[config.mk]
export PLATFORM = sky130hd
export DESIGN_NAME = key_autorepeat_scanner_flat
export DESIGN_NICKNAME = d
export VERILOG_FILES = /design/src/rtl/kar_pkg.sv /design/src/rtl/kar_if.sv /design/src/rtl/kar_store.sv /design/src/rtl/key_autorepeat_scanner.sv /design/src/flat_wrapper.sv
export SDC_FILE = /design/constraint.sdc
export NUM_CORES = 2
export LEC_CHECK = 0
export BUFFER_PORTS_ARGS = -buffer_cell sky130_fd_sc_hd__buf_2
export CAP_MARGIN = 30
export CORE_UTILIZATION = 32
export DETAILED_ROUTE_END_ITERATION = 12
export PLACE_DENSITY = 0.58
export SKIP_CTS_REPAIR_TIMING = 1
export SYNTH_ARGS = -nofsm -noshare
export SYNTH_HDL_FRONTEND = slang
export SYNTH_HIERARCHICAL = 1
export SYNTH_SLANG_ARGS = --single-unit
[constraint.sdc]
create_clock -name clk -period 7.6 [get_ports clk]
set_input_delay 0.38 -clock clk [delete_from_list [all_inputs] [get_ports clk]]
set_output_delay 0.38 -clock clk [all_outputs]
set_load 0.1 [all_outputs]
[src/rtl/kar_pkg.sv]
// ============================================================================
// kar_pkg - key auto-repeat scanner shared definitions
// Phase, event and operation codes, register indexes and the store write type.
// ============================================================================
package kar_pkg;

    localparam int KEY_W   = 6;
    localparam int TIME_W  = 32;
    localparam int CFG_W   = 16;
    localparam int INDEX_W = 1;

    typedef logic [2:0]        phase_t;
    typedef logic [1:0]        kind_t;
    typedef logic [1:0]        op_t;
    typedef logic [TIME_W-1:0] stamp_t;

    localparam phase_t PH_IDLE     = 3'd0;
    localparam phase_t PH_PRESSED  = 3'd1;
    localparam phase_t PH_FIRST    = 3'd2;
    localparam phase_t PH_REPEAT   = 3'd3;
    localparam phase_t PH_RELEASED = 3'd4;
    localparam phase_t PH_REL_IDLE = 3'd5;

    localparam kind_t EV_PRESSED  = 2'd0;
    localparam kind_t EV_REPEATED = 2'd1;
    localparam kind_t EV_RELEASED = 2'd2;

    localparam op_t OP_PRESS   = 2'd0;
    localparam op_t OP_RELEASE = 2'd1;
    localparam op_t OP_SCAN    = 2'd2;

    localparam logic [INDEX_W-1:0] REG_FIRST_DELAY     = 1'd0;
    localparam logic [INDEX_W-1:0] REG_REPEAT_INTERVAL = 1'd1;

    localparam logic [CFG_W-1:0] FIRST_DELAY_RST     = 16'd400;
    localparam logic [CFG_W-1:0] REPEAT_INTERVAL_RST = 16'd25;

    typedef struct packed {
        logic   phase_we;
        logic   stamp_we;
        phase_t phase;
        stamp_t stamp;
    } kar_wr_t;

endpackage

[src/rtl/kar_if.sv]
// ============================================================================
// kar_if - key auto-repeat scanner channels
// Key operation input, event output and configuration write channels.
// ============================================================================
interface kar_in_if;
    logic        valid;
    logic        ready;
    logic [1:0]  operation;
    logic [5:0]  key_index;
    logic [31:0] time_ms;

    modport source (output valid, output operation, output key_index, output time_ms,
                    input ready);
    modport sink   (input valid, input operation, input key_index, input time_ms,
                    output ready);
endinterface

interface kar_out_if;
    logic       valid;
    logic       ready;
    logic [5:0] event_key;
    logic [1:0] event_kind;
    logic       last;

    modport source (output valid, output event_key, output event_kind, output last,
                    input ready);
    modport sink   (input valid, input event_key, input event_kind, input last,
                    output ready);
endinterface

interface kar_cfg_if;
    logic        valid;
    logic        ready;
    logic [0:0]  index;
    logic [15:0] data;

    modport source (output valid, output index, output data, input ready);
    modport sink   (input valid, input index, input data, output ready);
endinterface

[src/rtl/kar_store.sv]
// ============================================================================
// kar_store - per-key phase and stamp memory
// One write and one registered read port; phase entries carry valid bits so
// that an entry not written since reset reads as idle.
// ============================================================================
module kar_store #(
    parameter int NUM_KEYS = 64,
    parameter int KW       = 6
) (
    input  logic             clk,
    input  logic             rst_n,
    input  logic [KW-1:0]    rd_addr,
    input  logic [KW-1:0]    wr_addr,
    input  kar_pkg::kar_wr_t wr,
    output kar_pkg::phase_t  rd_phase,
    output kar_pkg::stamp_t  rd_stamp
);
    import kar_pkg::*;

    phase_t              phase_mem [NUM_KEYS];
    stamp_t              stamp_mem [NUM_KEYS];
    logic [NUM_KEYS-1:0] vld_reg;
    phase_t              rd_phase_reg;
    stamp_t              rd_stamp_reg;
    logic                rd_vld_reg;

    always_ff @(posedge clk or negedge rst_n)
    begin
        if (!rst_n)
        begin
            vld_reg    <= '0;
            rd_vld_reg <= 1'b0;
        end
        else
        begin
            rd_vld_reg <= vld_reg[rd_addr];
            if (wr.phase_we)
            begin
                vld_reg[wr_addr] <= 1'b1;
            end
        end
    end

    always_ff @(posedge clk)
    begin
        if (wr.phase_we)
        begin
            phase_mem[wr_addr] <= wr.phase;
        end
        if (wr.stamp_we)
        begin
            stamp_mem[wr_addr] <= wr.stamp;
        end
        rd_phase_reg <= phase_mem[rd_addr];
        rd_stamp_reg <= stamp_mem[rd_addr];
    end

    assign rd_phase = rd_vld_reg ? rd_phase_reg : PH_IDLE;
    assign rd_stamp = rd_stamp_reg;

endmodule

[src/rtl/key_autorepeat_scanner.sv]
// ============================================================================
// key_autorepeat_scanner - per-key typematic auto-repeat engine
// Press and release update a key; a scan tick with an update pending walks all
// keys and emits pressed, repeated and released events.
//
//  channel  dir  handshake     payload
//  key_in   in   valid/ready   operation, key_index, time_ms
//  evt_out  out  valid/ready   event_key, event_kind, last
//  cfg      in   valid/ready   index, data (ready always high)
//
//  Release: direct write of the key's phase. Press: read of the key's phase, then update.
//  Scan: one key a cycle through the shared subtract and compare unit on the
//  single read port of the key store, unless output stalls hold the walk.
//  Reset leaves every key idle; no clearing pass. A full output register, a
//  held event and a new event stall the walk; the final event has last set.
// ============================================================================
module key_autorepeat_scanner #(
    parameter int NUM_KEYS = 64
) (
    input  logic      clk,
    input  logic      rst_n,
    kar_in_if.sink    key_in,
    kar_out_if.source evt_out,
    kar_cfg_if.sink   cfg
);
    import kar_pkg::*;

    localparam int KW = (NUM_KEYS > 1) ? $clog2(NUM_KEYS) : 1;

    localparam logic [1:0] S_IDLE  = 2'd0;
    localparam logic [1:0] S_KEYOP = 2'd1;
    localparam logic [1:0] S_SCAN  = 2'd2;
    localparam logic [1:0] S_FIN   = 2'd3;

    logic [1:0]       state_reg, state_next;
    logic [KW-1:0]    scan_reg, scan_next;
    logic [KW-1:0]    key_reg, key_next;
    stamp_t           time_reg, time_next;
    logic             pending_reg, pending_next;
    logic             still_reg, still_next;
    logic [CFG_W-1:0] delay_reg, interval_reg;

    logic             held_vld_reg, held_vld_next;
    logic [KW-1:0]    held_key_reg, held_key_next;
    kind_t            held_kind_reg, held_kind_next;

    logic             out_vld_reg, out_vld_next;
    logic [KW-1:0]    out_key_reg, out_key_next;
    kind_t            out_kind_reg, out_kind_next;
    logic             out_last_reg, out_last_next;

    logic [KW-1:0]    rd_addr, wr_addr;
    kar_wr_t          wr;
    phase_t           rd_phase;
    stamp_t           rd_stamp;

    logic             accept, key_ok, out_free, out_load, advance, last_key;
    logic             hit, ev, still;
    kind_t            ev_kind;
    stamp_t           elapsed;
    logic [CFG_W-1:0] limit;

    kar_store #(
        .NUM_KEYS (NUM_KEYS),
        .KW       (KW)
    ) u_store (
        .clk      (clk),
        .rst_n    (rst_n),
        .rd_addr  (rd_addr),
        .wr_addr  (wr_addr),
        .wr       (wr),
        .rd_phase (rd_phase),
        .rd_stamp (rd_stamp)
    );

    assign key_in.ready = (state_reg == S_IDLE);
    assign accept       = key_in.valid && key_in.ready;
    assign key_ok       = {1'b0, key_in.key_index} < 7'(NUM_KEYS);
    assign out_free     = !out_vld_reg || evt_out.ready;
    assign last_key     = (scan_reg == KW'(NUM_KEYS - 1));

    // shared elapsed-time compare
    assign limit   = (rd_phase == PH_FIRST) ? delay_reg : interval_reg;
    assign elapsed = time_reg - rd_stamp;
    assign hit     = elapsed > {{(TIME_W-CFG_W){1'b0}}, limit};

    always_comb
    begin
        ev          = 1'b0;
        ev_kind     = EV_PRESSED;
        still       = 1'b0;
        wr.phase_we = 1'b0;
        wr.stamp_we = 1'b0;
        wr.phase    = PH_IDLE;
        wr.stamp    = time_reg;
        case (rd_phase)
            PH_PRESSED:
            begin
                ev          = 1'b1;
                still       = 1'b1;
                wr.phase_we = 1'b1;
                wr.phase    = PH_FIRST;
            end
            PH_FIRST:
            begin
                still = 1'b1;
                if (hit)
                begin
                    ev          = 1'b1;
                    ev_kind     = EV_REPEATED;
                    wr.phase_we = 1'b1;
                    wr.stamp_we = 1'b1;
                    wr.phase    = PH_REPEAT;
                end
            end
            PH_REPEAT:
            begin
                still = 1'b1;
                if (hit)
                begin
                    ev          = 1'b1;
                    ev_kind     = EV_REPEATED;
                    wr.stamp_we = 1'b1;
                end
            end
            PH_RELEASED:
            begin
                ev          = 1'b1;
                ev_kind     = EV_RELEASED;
                still       = 1'b1;
                wr.phase_we = 1'b1;
                wr.phase    = PH_REL_IDLE;
            end
            PH_REL_IDLE:
            begin
                wr.phase_we = 1'b1;
                wr.phase    = PH_IDLE;
            end
            default:
            begin
                ev = 1'b0;
            end
        endcase

        advance = !ev || !held_vld_reg || out_free;

        state_next     = state_reg;
        scan_next      = scan_reg;
        key_next       = key_reg;
        time_next      = time_reg;
        pending_next   = pending_reg;
        still_next     = still_reg;
        held_vld_next  = held_vld_reg;
        held_key_next  = held_key_reg;
        held_kind_next = held_kind_reg;
        out_load       = 1'b0;
        out_key_next   = out_key_reg;
        out_kind_next  = out_kind_reg;
        out_last_next  = out_last_reg;
        rd_addr        = scan_reg;
        wr_addr        = scan_reg;

        case (state_reg)
            S_IDLE:
            begin
                wr.phase_we = 1'b0;
                wr.stamp_we = 1'b0;
                rd_addr     = key_in.key_index[KW-1:0];
                wr_addr     = key_in.key_index[KW-1:0];
                wr.phase    = PH_RELEASED;
                time_next   = key_in.time_ms;
                key_next    = key_in.key_index[KW-1:0];
                if (accept)
                begin
                    case (key_in.operation)
                        OP_PRESS:
                        begin
                            if (key_ok)
                            begin
                                state_next = S_KEYOP;
                            end
                        end
                        OP_RELEASE:
                        begin
                            if (key_ok)
                            begin
                                wr.phase_we  = 1'b1;
                                pending_next = 1'b1;
                            end
                        end
                        OP_SCAN:
                        begin
                            if (pending_reg)
                            begin
                                rd_addr    = '0;
                                scan_next  = '0;
                                still_next = 1'b0;
                                state_next = S_SCAN;
                            end
                        end
                        default:
                        begin
                            state_next = S_IDLE;
                        end
                    endcase
                end
            end
            S_KEYOP:
            begin
                wr_addr      = key_reg;
                rd_addr      = key_reg;
                wr.phase     = PH_PRESSED;
                wr.stamp     = time_reg;
                wr.phase_we  = (rd_phase != PH_FIRST) && (rd_phase != PH_REPEAT);
                wr.stamp_we  = wr.phase_we;
                pending_next = 1'b1;
                state_next   = S_IDLE;
            end
            S_SCAN:
            begin
                if (!advance)
                begin
                    wr.phase_we = 1'b0;
                    wr.stamp_we = 1'b0;
                end
                else
                begin
                    if (ev)
                    begin
                        if (held_vld_reg)
                        begin
                            out_load      = 1'b1;
                            out_key_next  = held_key_reg;
                            out_kind_next = held_kind_reg;
                            out_last_next = 1'b0;
                        end
                        held_vld_next  = 1'b1;
                        held_key_next  = scan_reg;
                        held_kind_next = ev_kind;
                    end
                    still_next = still_reg || still;
                    if (last_key)
                    begin
                        pending_next = still_reg || still;
                        state_next   = S_FIN;
                    end
                    else
                    begin
                        scan_next = scan_reg + KW'(1);
                        rd_addr   = scan_reg + KW'(1);
                    end
                end
            end
            S_FIN:
            begin
                wr.phase_we = 1'b0;
                wr.stamp_we = 1'b0;
                if (!held_vld_reg)
                begin
                    state_next = S_IDLE;
                end
                else if (out_free)
                begin
                    out_load      = 1'b1;
                    out_key_next  = held_key_reg;
                    out_kind_next = held_kind_reg;
                    out_last_next = 1'b1;
                    held_vld_next = 1'b0;
                    state_next    = S_IDLE;
                end
            end
            default:
            begin
                wr.phase_we = 1'b0;
                wr.stamp_we = 1'b0;
                state_next  = S_IDLE;
            end
        endcase

        out_vld_next = out_load ? 1'b1 : (evt_out.ready ? 1'b0 : out_vld_reg);
    end

    always_ff @(posedge clk or negedge rst_n)
    begin
        if (!rst_n)
        begin
            state_reg    <= S_IDLE;
            pending_reg  <= 1'b0;
            held_vld_reg <= 1'b0;
            out_vld_reg  <= 1'b0;
            delay_reg    <= FIRST_DELAY_RST;
            interval_reg <= REPEAT_INTERVAL_RST;
        end
        else
        begin
            state_reg    <= state_next;
            pending_reg  <= pending_next;
            held_vld_reg <= held_vld_next;
            out_vld_reg  <= out_vld_next;
            if (cfg.valid && cfg.ready)
            begin
                case (cfg.index)
                    REG_FIRST_DELAY:     delay_reg    <= cfg.data;
                    REG_REPEAT_INTERVAL: interval_reg <= cfg.data;
                    default:             delay_reg    <= delay_reg;
                endcase
            end
        end
    end

    always_ff @(posedge clk)
    begin
        scan_reg      <= scan_next;
        key_reg       <= key_next;
        time_reg      <= time_next;
        still_reg     <= still_next;
        held_key_reg  <= held_key_next;
        held_kind_reg <= held_kind_next;
        out_key_reg   <= out_key_next;
        out_kind_reg  <= out_kind_next;
        out_last_reg  <= out_last_next;
    end

    assign cfg.ready          = 1'b1;
    assign evt_out.valid      = out_vld_reg;
    assign evt_out.event_key  = KEY_W'(out_key_reg);
    assign evt_out.event_kind = out_kind_reg;
    assign evt_out.last       = out_last_reg;

`ifndef SYNTHESIS
    a_idle_no_held: assert property (@(posedge clk) disable iff (!rst_n)
        (state_reg == S_IDLE) |-> !held_vld_reg)
        else $error("held event left over outside a scan");

    a_load_free: assert property (@(posedge clk) disable iff (!rst_n)
        out_load |-> (!out_vld_reg || evt_out.ready))
        else $error("output register overwritten before transaction");

    a_stall_holds: assert property (@(posedge clk) disable iff (!rst_n)
        (state_reg == S_SCAN && !advance) |=> (state_reg == S_SCAN && $stable(scan_reg)))
        else $error("key walk moved during stall");

    a_skip_scan: assert property (@(posedge clk) disable iff (!rst_n)
        (accept && key_in.operation == OP_SCAN && !pending_reg) |=> (state_reg == S_IDLE))
        else $error("scan started with nothing pending");
`endif

endmodule
[src/flat_wrapper.sv]
// flat-port wrapper written by rule: the top's interface ports become plain ports
module key_autorepeat_scanner_flat import kar_pkg::*;
#(
    parameter int NUM_KEYS = 64
)
  (clk, rst_n, key_in_valid, key_in_operation, key_in_key_index, key_in_time_ms, key_in_ready, evt_out_valid, evt_out_event_key, evt_out_event_kind, evt_out_last, evt_out_ready, cfg_valid, cfg_index, cfg_data, cfg_ready);
  kar_in_if key_in_i ();
  kar_out_if evt_out_i ();
  kar_cfg_if cfg_i ();
  input  logic clk;
  input  logic rst_n;
  input wire logic [$bits(key_in_i.valid)-1:0] key_in_valid;
  input wire logic [$bits(key_in_i.operation)-1:0] key_in_operation;
  input wire logic [$bits(key_in_i.key_index)-1:0] key_in_key_index;
  input wire logic [$bits(key_in_i.time_ms)-1:0] key_in_time_ms;
  output wire logic [$bits(key_in_i.ready)-1:0] key_in_ready;
  output wire logic [$bits(evt_out_i.valid)-1:0] evt_out_valid;
  output wire logic [$bits(evt_out_i.event_key)-1:0] evt_out_event_key;
  output wire logic [$bits(evt_out_i.event_kind)-1:0] evt_out_event_kind;
  output wire logic [$bits(evt_out_i.last)-1:0] evt_out_last;
  input wire logic [$bits(evt_out_i.ready)-1:0] evt_out_ready;
  input wire logic [$bits(cfg_i.valid)-1:0] cfg_valid;
  input wire logic [$bits(cfg_i.index)-1:0] cfg_index;
  input wire logic [$bits(cfg_i.data)-1:0] cfg_data;
  output wire logic [$bits(cfg_i.ready)-1:0] cfg_ready;
  assign key_in_i.valid = key_in_valid;
  assign key_in_i.operation = key_in_operation;
  assign key_in_i.key_index = key_in_key_index;
  assign key_in_i.time_ms = key_in_time_ms;
  assign key_in_ready = key_in_i.ready;
  assign evt_out_valid = evt_out_i.valid;
  assign evt_out_event_key = evt_out_i.event_key;
  assign evt_out_event_kind = evt_out_i.event_kind;
  assign evt_out_last = evt_out_i.last;
  assign evt_out_i.ready = evt_out_ready;
  assign cfg_i.valid = cfg_valid;
  assign cfg_i.index = cfg_index;
  assign cfg_i.data = cfg_data;
  assign cfg_ready = cfg_i.ready;
  key_autorepeat_scanner #(.NUM_KEYS(NUM_KEYS)) u_core (.clk(clk), .rst_n(rst_n), .key_in(key_in_i), .evt_out(evt_out_i), .cfg(cfg_i));
endmodule
Word level (Yosys, flattened, before mapping) --
Memories as Yosys holds them, arrays and structs flattened. A register that Yosys moved wholly into a read port is not among the register bits. Index checks and enable logic that the tools add are counted.
Cells by class: add/sub/neg operators 2, order comparisons 4, multiplexer cells 84, reductions and logical operators 29, eq/ne operators 26, bitwise operators 2
Operators by type and width (count):
- two-way mux 6 bit | 13
- OR 64 bit | 1
- case mux 6 bit (2 select lines) | 3
- two-way mux 1 bit | 35
- > comparator 32 x 16 -> 1 bit | 1
- subtractor 32 bit | 1
- two-way mux 2 bit | 12
- case mux 6 bit (3 select lines) | 1
- two-way mux 16 bit | 1
- case mux 2 bit (4 select lines) | 2
- < comparator 6 x 7 -> 1 bit, second input constant | 2
- case mux 1 bit (2 select lines) | 7
- inequality test 2 x 1 -> 1 bit, second input constant | 6
- AND reduction 6 bit | 2
- inequality test 2 bit, second input constant | 5
- AND reduction 5 bit | 2
- case mux 3 bit (3 select lines) | 1
- case mux 2 bit (2 select lines) | 2
- adder 6 x 1 -> 6 bit, second input constant | 1
- binary-select mux 1 bit (select 6 bit) | 1
- demux 1 bit (select 6 bit) | 1
- == test 2 bit, second input constant | 3
- == test 3 x 2 -> 1 bit, second input constant | 2
- == test 3 bit, second input constant | 2
- other kinds (24) | 40
Word-level totals: bits in writable memories 2240, memories kept 2, output and inout bits 12, bits of input ports 62, logic and storage cells 166, register bits after elaboration 164
Memory list:
- u_core.u_store.stamp_mem | depth 64, width 32, read ports 1, clocked after Yosys merged registers in 1, wr ports 1, line kar_store.sv:21 | stamp_t stamp_mem [NUM_KEYS];
- u_core.u_store.phase_mem | depth 64, width 3, read ports 1, clocked after Yosys merged registers in 1, wr ports 1, line kar_store.sv:20 | phase_t phase_mem [NUM_KEYS];

Logic depth before layout (Yosys ltp) --
word-level depth 13, mapped depth 30, mapped depth without buffers 24

Modules after synthesis --
Netlist, hierarchy kept.
By module, submodules not included:
- kar_store | times used 1, area an instance 88447.3 um^2, cells an instance 3920, seq. area each 69591.7 um^2
- key_autorepeat_scanner | times used 1, area an instance 6907.9 um^2, cells an instance 689, seq. area each 2795.2 um^2

Least setup slack after synthesis --
Ideal clock, no wire load.
kind reg-to-reg, from register u_core.time_reg[0], to memory u_core/u_store/phase_mem[0][1] (netlist bit), data pin, data required time 6.878 ns, stages on the path, launching flop included 18, path buffers 0, library setup time 0.722 ns, setup slack 0.357 ns, arrival time 6.521 ns, period minus slack after synthesis 7.243 ns, path through edfxtp_1 inv_1 ha_1 fa_1 nand2b_1 a21o_1 a2bb2oi_1 o22ai_1 xnor2_1 ha_1 nand4_1 nor3_1 a21oi_1 a31oi_1 or4_4 nor4_4 a211o_1 a211oi_1
RTL lines:
- start: declaration | line key_autorepeat_scanner.sv:38 | stamp_t time_reg, time_next;
- start signal: assignment | line key_autorepeat_scanner.sv:315 | time_reg <= time_next;
- end: declaration | line kar_store.sv:20

Worst setup path after layout --
from register u_core.time_reg[2], to register u_core.u_store.rd_stamp_reg[1] (netlist: u_core/u_store/rd_stamp[1]), read port of u_core.u_store.stamp_mem
On the way: word-level cells in the longest chain between the ends 9
RTL lines:
- subtractor 32 bit | line key_autorepeat_scanner.sv:84 | assign elapsed = time_reg - rd_stamp;
- > comparator 32 x 16 -> 1 bit | line key_autorepeat_scanner.sv:85 | assign hit = elapsed > {{(TIME_W-CFG_W){1'b0}}, limit};
- two-way mux 1 bit | line key_autorepeat_scanner.sv:107, key_autorepeat_scanner.sv:119
- case mux 1 bit (2 select lines) | line key_autorepeat_scanner.sv:96 | case (rd_phase)
- logical NOT 1 bit | line key_autorepeat_scanner.sv:145 | advance = !ev || !held_vld_reg || out_free;
- logical OR 1 bit (2 in series) | line key_autorepeat_scanner.sv:145
- two-way mux 6 bit
- case mux 6 bit (3 select lines) | line key_autorepeat_scanner.sv:163 | case (state_reg)
- via u_core.rd_addr[1] | line key_autorepeat_scanner.sv:52 | logic [KW-1:0] rd_addr, wr_addr;
- end: declaration | line kar_store.sv:24 | stamp_t rd_stamp_reg;
The timed path passes the listed nets, and every way through them passes these cells. A chain may end at the register's enable or synchronous reset.

==> impl_summary.txt <==
----------------------------------------------------
[Logic synthesis]
  Post-Syn Instances ... 4609
  Mapped Nets ... ~4700
  Most used DFF post-synth ... sky130_fd_sc_hd__edfxtp_1
  Most instantiated cells after synthesis ... sky130_fd_sc_hd__edfxtp_1, sky130_fd_sc_hd__mux4_2, sky130_fd_sc_hd__nor2_1
  Seq/Total Area, Yosys ... 0.759
  Mean instance size in the synthesized netlist ... 20.7 um^2
  Portion of synthesized cell area occupied by the leading cell type ... 0.725
  Cell type contributing the most total cell area after synthesis ... sky130_fd_sc_hd__edfxtp_1
  EDFF count, synth ... 2302
  Post-synthesis cell type count ... 86
  Most common cell in the synthesized netlist ... sky130_fd_sc_hd__edfxtp_1
  Cells taking the most area after synthesis ... sky130_fd_sc_hd__edfxtp_1, sky130_fd_sc_hd__mux4_2, sky130_fd_sc_hd__dfrtp_1
  Synthesized flop and latch total ... 2439
  Area of the mapped netlist ... 0.0954 mm^2
  Ys async rst share ... 0.0418
  Synth warnings ... 6

[Drt]
  Number of detailed-routing iterations run before antenna repair ... 5
  Number of DRC violations after detailed routing ... 0
  Vias post-DR ... 50100
  Total Wirelength ... 268000 um
  Drt via density ... around 5.4
  Post-detailed-route count of antenna-violating nets ... 0
  Wirelength per Cell ... 28.9 um
  Detailed router's first-iteration violation count ... ~6000

[Critical path]
  Arrival time worst endpoint ... 8.08 ns
  Dominant delay contributor by cell family on the critical path ... compound AO/OA/AOI/OAI gates
  Crit Path Category ... flop to flop
  Kind of start point of the critical path ... flop
  Cell with the largest stage delay on the worst path ... sky130_fd_sc_hd__or3b_2
  Largest stage delay on the critical path ... 0.62 ns
  Endpoint type of the worst setup path ... flop
  Data required time of the critical path ... 8.26 ns
  CP Buf/Inv Count ... 4
  Maximum fanout encountered on the critical timing path ... 31

[Placement]
  Area after detailed placement ... 0.103 mm^2
  RePlAce Congestion ... between 0.8 and 0.9
  Pre-CTS worst setup slack ... -0.418 ns
  Post-detail-place hpwl ... ~160000 um
  Number of buffers inserted by port buffering ... 72

[Global route]
  Wire length of the first global-routing pass ... 378000 um
  Aggregate global-route resource usage ... 0.176
  Antenna violations before repair ... 16
  Maximum number of pins on one net before global-route repair ... between 80 and 90
  Number of global-route vias before repair ... 49800
  Congestion Overflow GR ... 0

[Power and ir drop]
  Leak ... 35.7 nW
  Overall power after layout ... 48.5 mW
  Worst ir drop on vdd ... 0.361 mV
  Power density over the cells ... 434 mW/mm^2

[Cells and area]
  Post-route standard cell area excluding fillers ... 0.112 mm^2
  Share of post-route cells with drive strength above 1 ... 0.307
  Fin nets ... roughly 5200
  Post-Route Utilization ... 0.377
  Max reg flops ... 2048
  Layout overhead on the synthesized area ... 17.1%

[Timing]
  Achievable frequency ... 0.135 GHz
  Slew at the pin closest to its max-slew limit ... 1.09 ns
  Final count of pins violating max slew ... 0
  Clock tree skew after final layout ... 0.0644 ns
  Setup repair after global routing missed its margin ... true
  Total setup violations reported at the end of the flow ... 0
  Period minus WS final ... 7.42 ns
  Final critical-path share of the clock period ... 0.976
  Count of endpoints failing hold in the final timing report ... 0
  Final worst slack ... between 0.15 and 0.2 ns
  Tightest hold margin ... 0.0507 ns
  Slew headroom ... 0.268

[Floorplanning]
  Die Height ... 548 um
  Overall die width ... 548 um
  Number of placement rows ... 200
  Io pins ... 74
  Initial standard-cell utilization of the core ... 0.322
  Full die area ... around 0.3 mm^2
  Total core area ... 0.297 mm^2

[Status]
  Outcome ... completed

[Clock tree]
  Num CTS Buffers ... ~240
  Level count of the clock H-tree ... 4
  TritonCTS sink count ... roughly 2400
  Root Driver ... sky130_fd_sc_hd__clkbuf_16
  Clock-pin slew reported for the worst setup and hold paths after clock tree synthesis ... 0.07 ns
  TritonCTS clock tree ... yes
  Max Root-Sink Buffers ... 3
  Clock network latency to the later pin of the worst-skew pair ... 0.88 ns

[Min path]
  Worst Hold Class ... input pin to flop

[Flow run]
  Max-capacitance violation count ... 0

----------------------------------------------------
metal layers:
| layer | up-vias | track usage | part of all wire |
|---|---|---|---|
| met5 | - | 0 | 0.000048 |
| li1 | 20300 | - | - |
| met1 | 27100 | 0.243 | 0.41 |
| met2 | 2288 | 0.281 | 0.47 |
| met3 | 362 | 0.0357 | 0.085 |
| met4 | 2 | 0.0525 | 0.028 |
cell type report:
type / instances / area (um^2)
Sequential cell: 2439 / 72400
Fill cell: 26800 / 185000
Inverter: 60 / 225
Multi-Input combinational cell: 1858 / 22100
Clock inverter: 132 / 1320
Tap cell: 3939 / 4930
Timing Repair Buffer: 524 / 4350
Antenna cell: 4 / 10.0
Clock buffer: 311 / 6300
placed cells by master, fill, tap and decap left out, drive strengths merged, types with 48 or more instances in the layout:
master,count
inv,68
clkbuf,311
or2,68
dlygate4sd3,58
ha,48
mux2,57
a21oi,104
o22ai,77
buf,466
edfxtp,2302
nor2,216
mux4,570
clkinv,101
a221oi,54
nand2,117
dfrtp,96
a22o,60
metrics by stage:
stage          setup TNS [ns]  std cells
3_3_place_gp            -6.60       8741
5_1_grt               -0.0674       9266
3_5_place_dp            -1.06       8748
4_1_cts                 -1.81       9191
6_report                    0       9267
2_1_floorplan               0       4609
logic make-up (layout without fill, tap and decap cells):
logic type | count (synthesis) | count (layout) | synth area share
muxes | 673 | 673 | 0.146
other | 1 | 5 | 0.0000393
adders and majority gates | 50 | 50 | 0.00661
xor gates and xnor gates | 18 | 18 | 0.00165
buffers and inverters | 312 | 1027 | 0.0161
DFF | 2439 | 2439 | 0.759
AOI/OAI and AO/OA | 531 | 531 | 0.0405
and+or+nand+nor | 585 | 585 | 0.0298
power breakdown:
group,total (mW),switching [mW],internal (mW)
clock,11.5,5.05,6.48
combinational,19.5,12.0,7.51
sequential,17.5,0.483,17.0
total,48.5,17.5,31.0
path summary, 6_finish.rpt:
path	start	end	slack [ns]	cells past startpoint
min in group asynchronous	rst_n	u_core/delay_reg[5]	0.13	2
max in group asynchronous	rst_n	u_core/u_store/vld_reg[36]	6.27	3
hold reg to reg	u_core/held_kind_reg[1]	u_core/evt_out.event_kind[1]	0.42	0
hold / removal	key_in_operation[0]	u_core/pending_reg	0.05	4
setup / recovery	u_core/time_reg[2]	u_core/u_store/rd_stamp[1]	0.18	26
setup reg to reg	u_core/time_reg[2]	u_core/u_store/rd_stamp[1]	0.18	26
tightest hold or removal path: stages:
cell and delay (ns):
sky130_fd_sc_hd__buf_2 0.13, sky130_fd_sc_hd__nand3b_1 0.13, sky130_fd_sc_hd__a32oi_1 0.07, sky130_fd_sc_hd__o32a_1 0.17
Power figures use the tool's default switching activity.
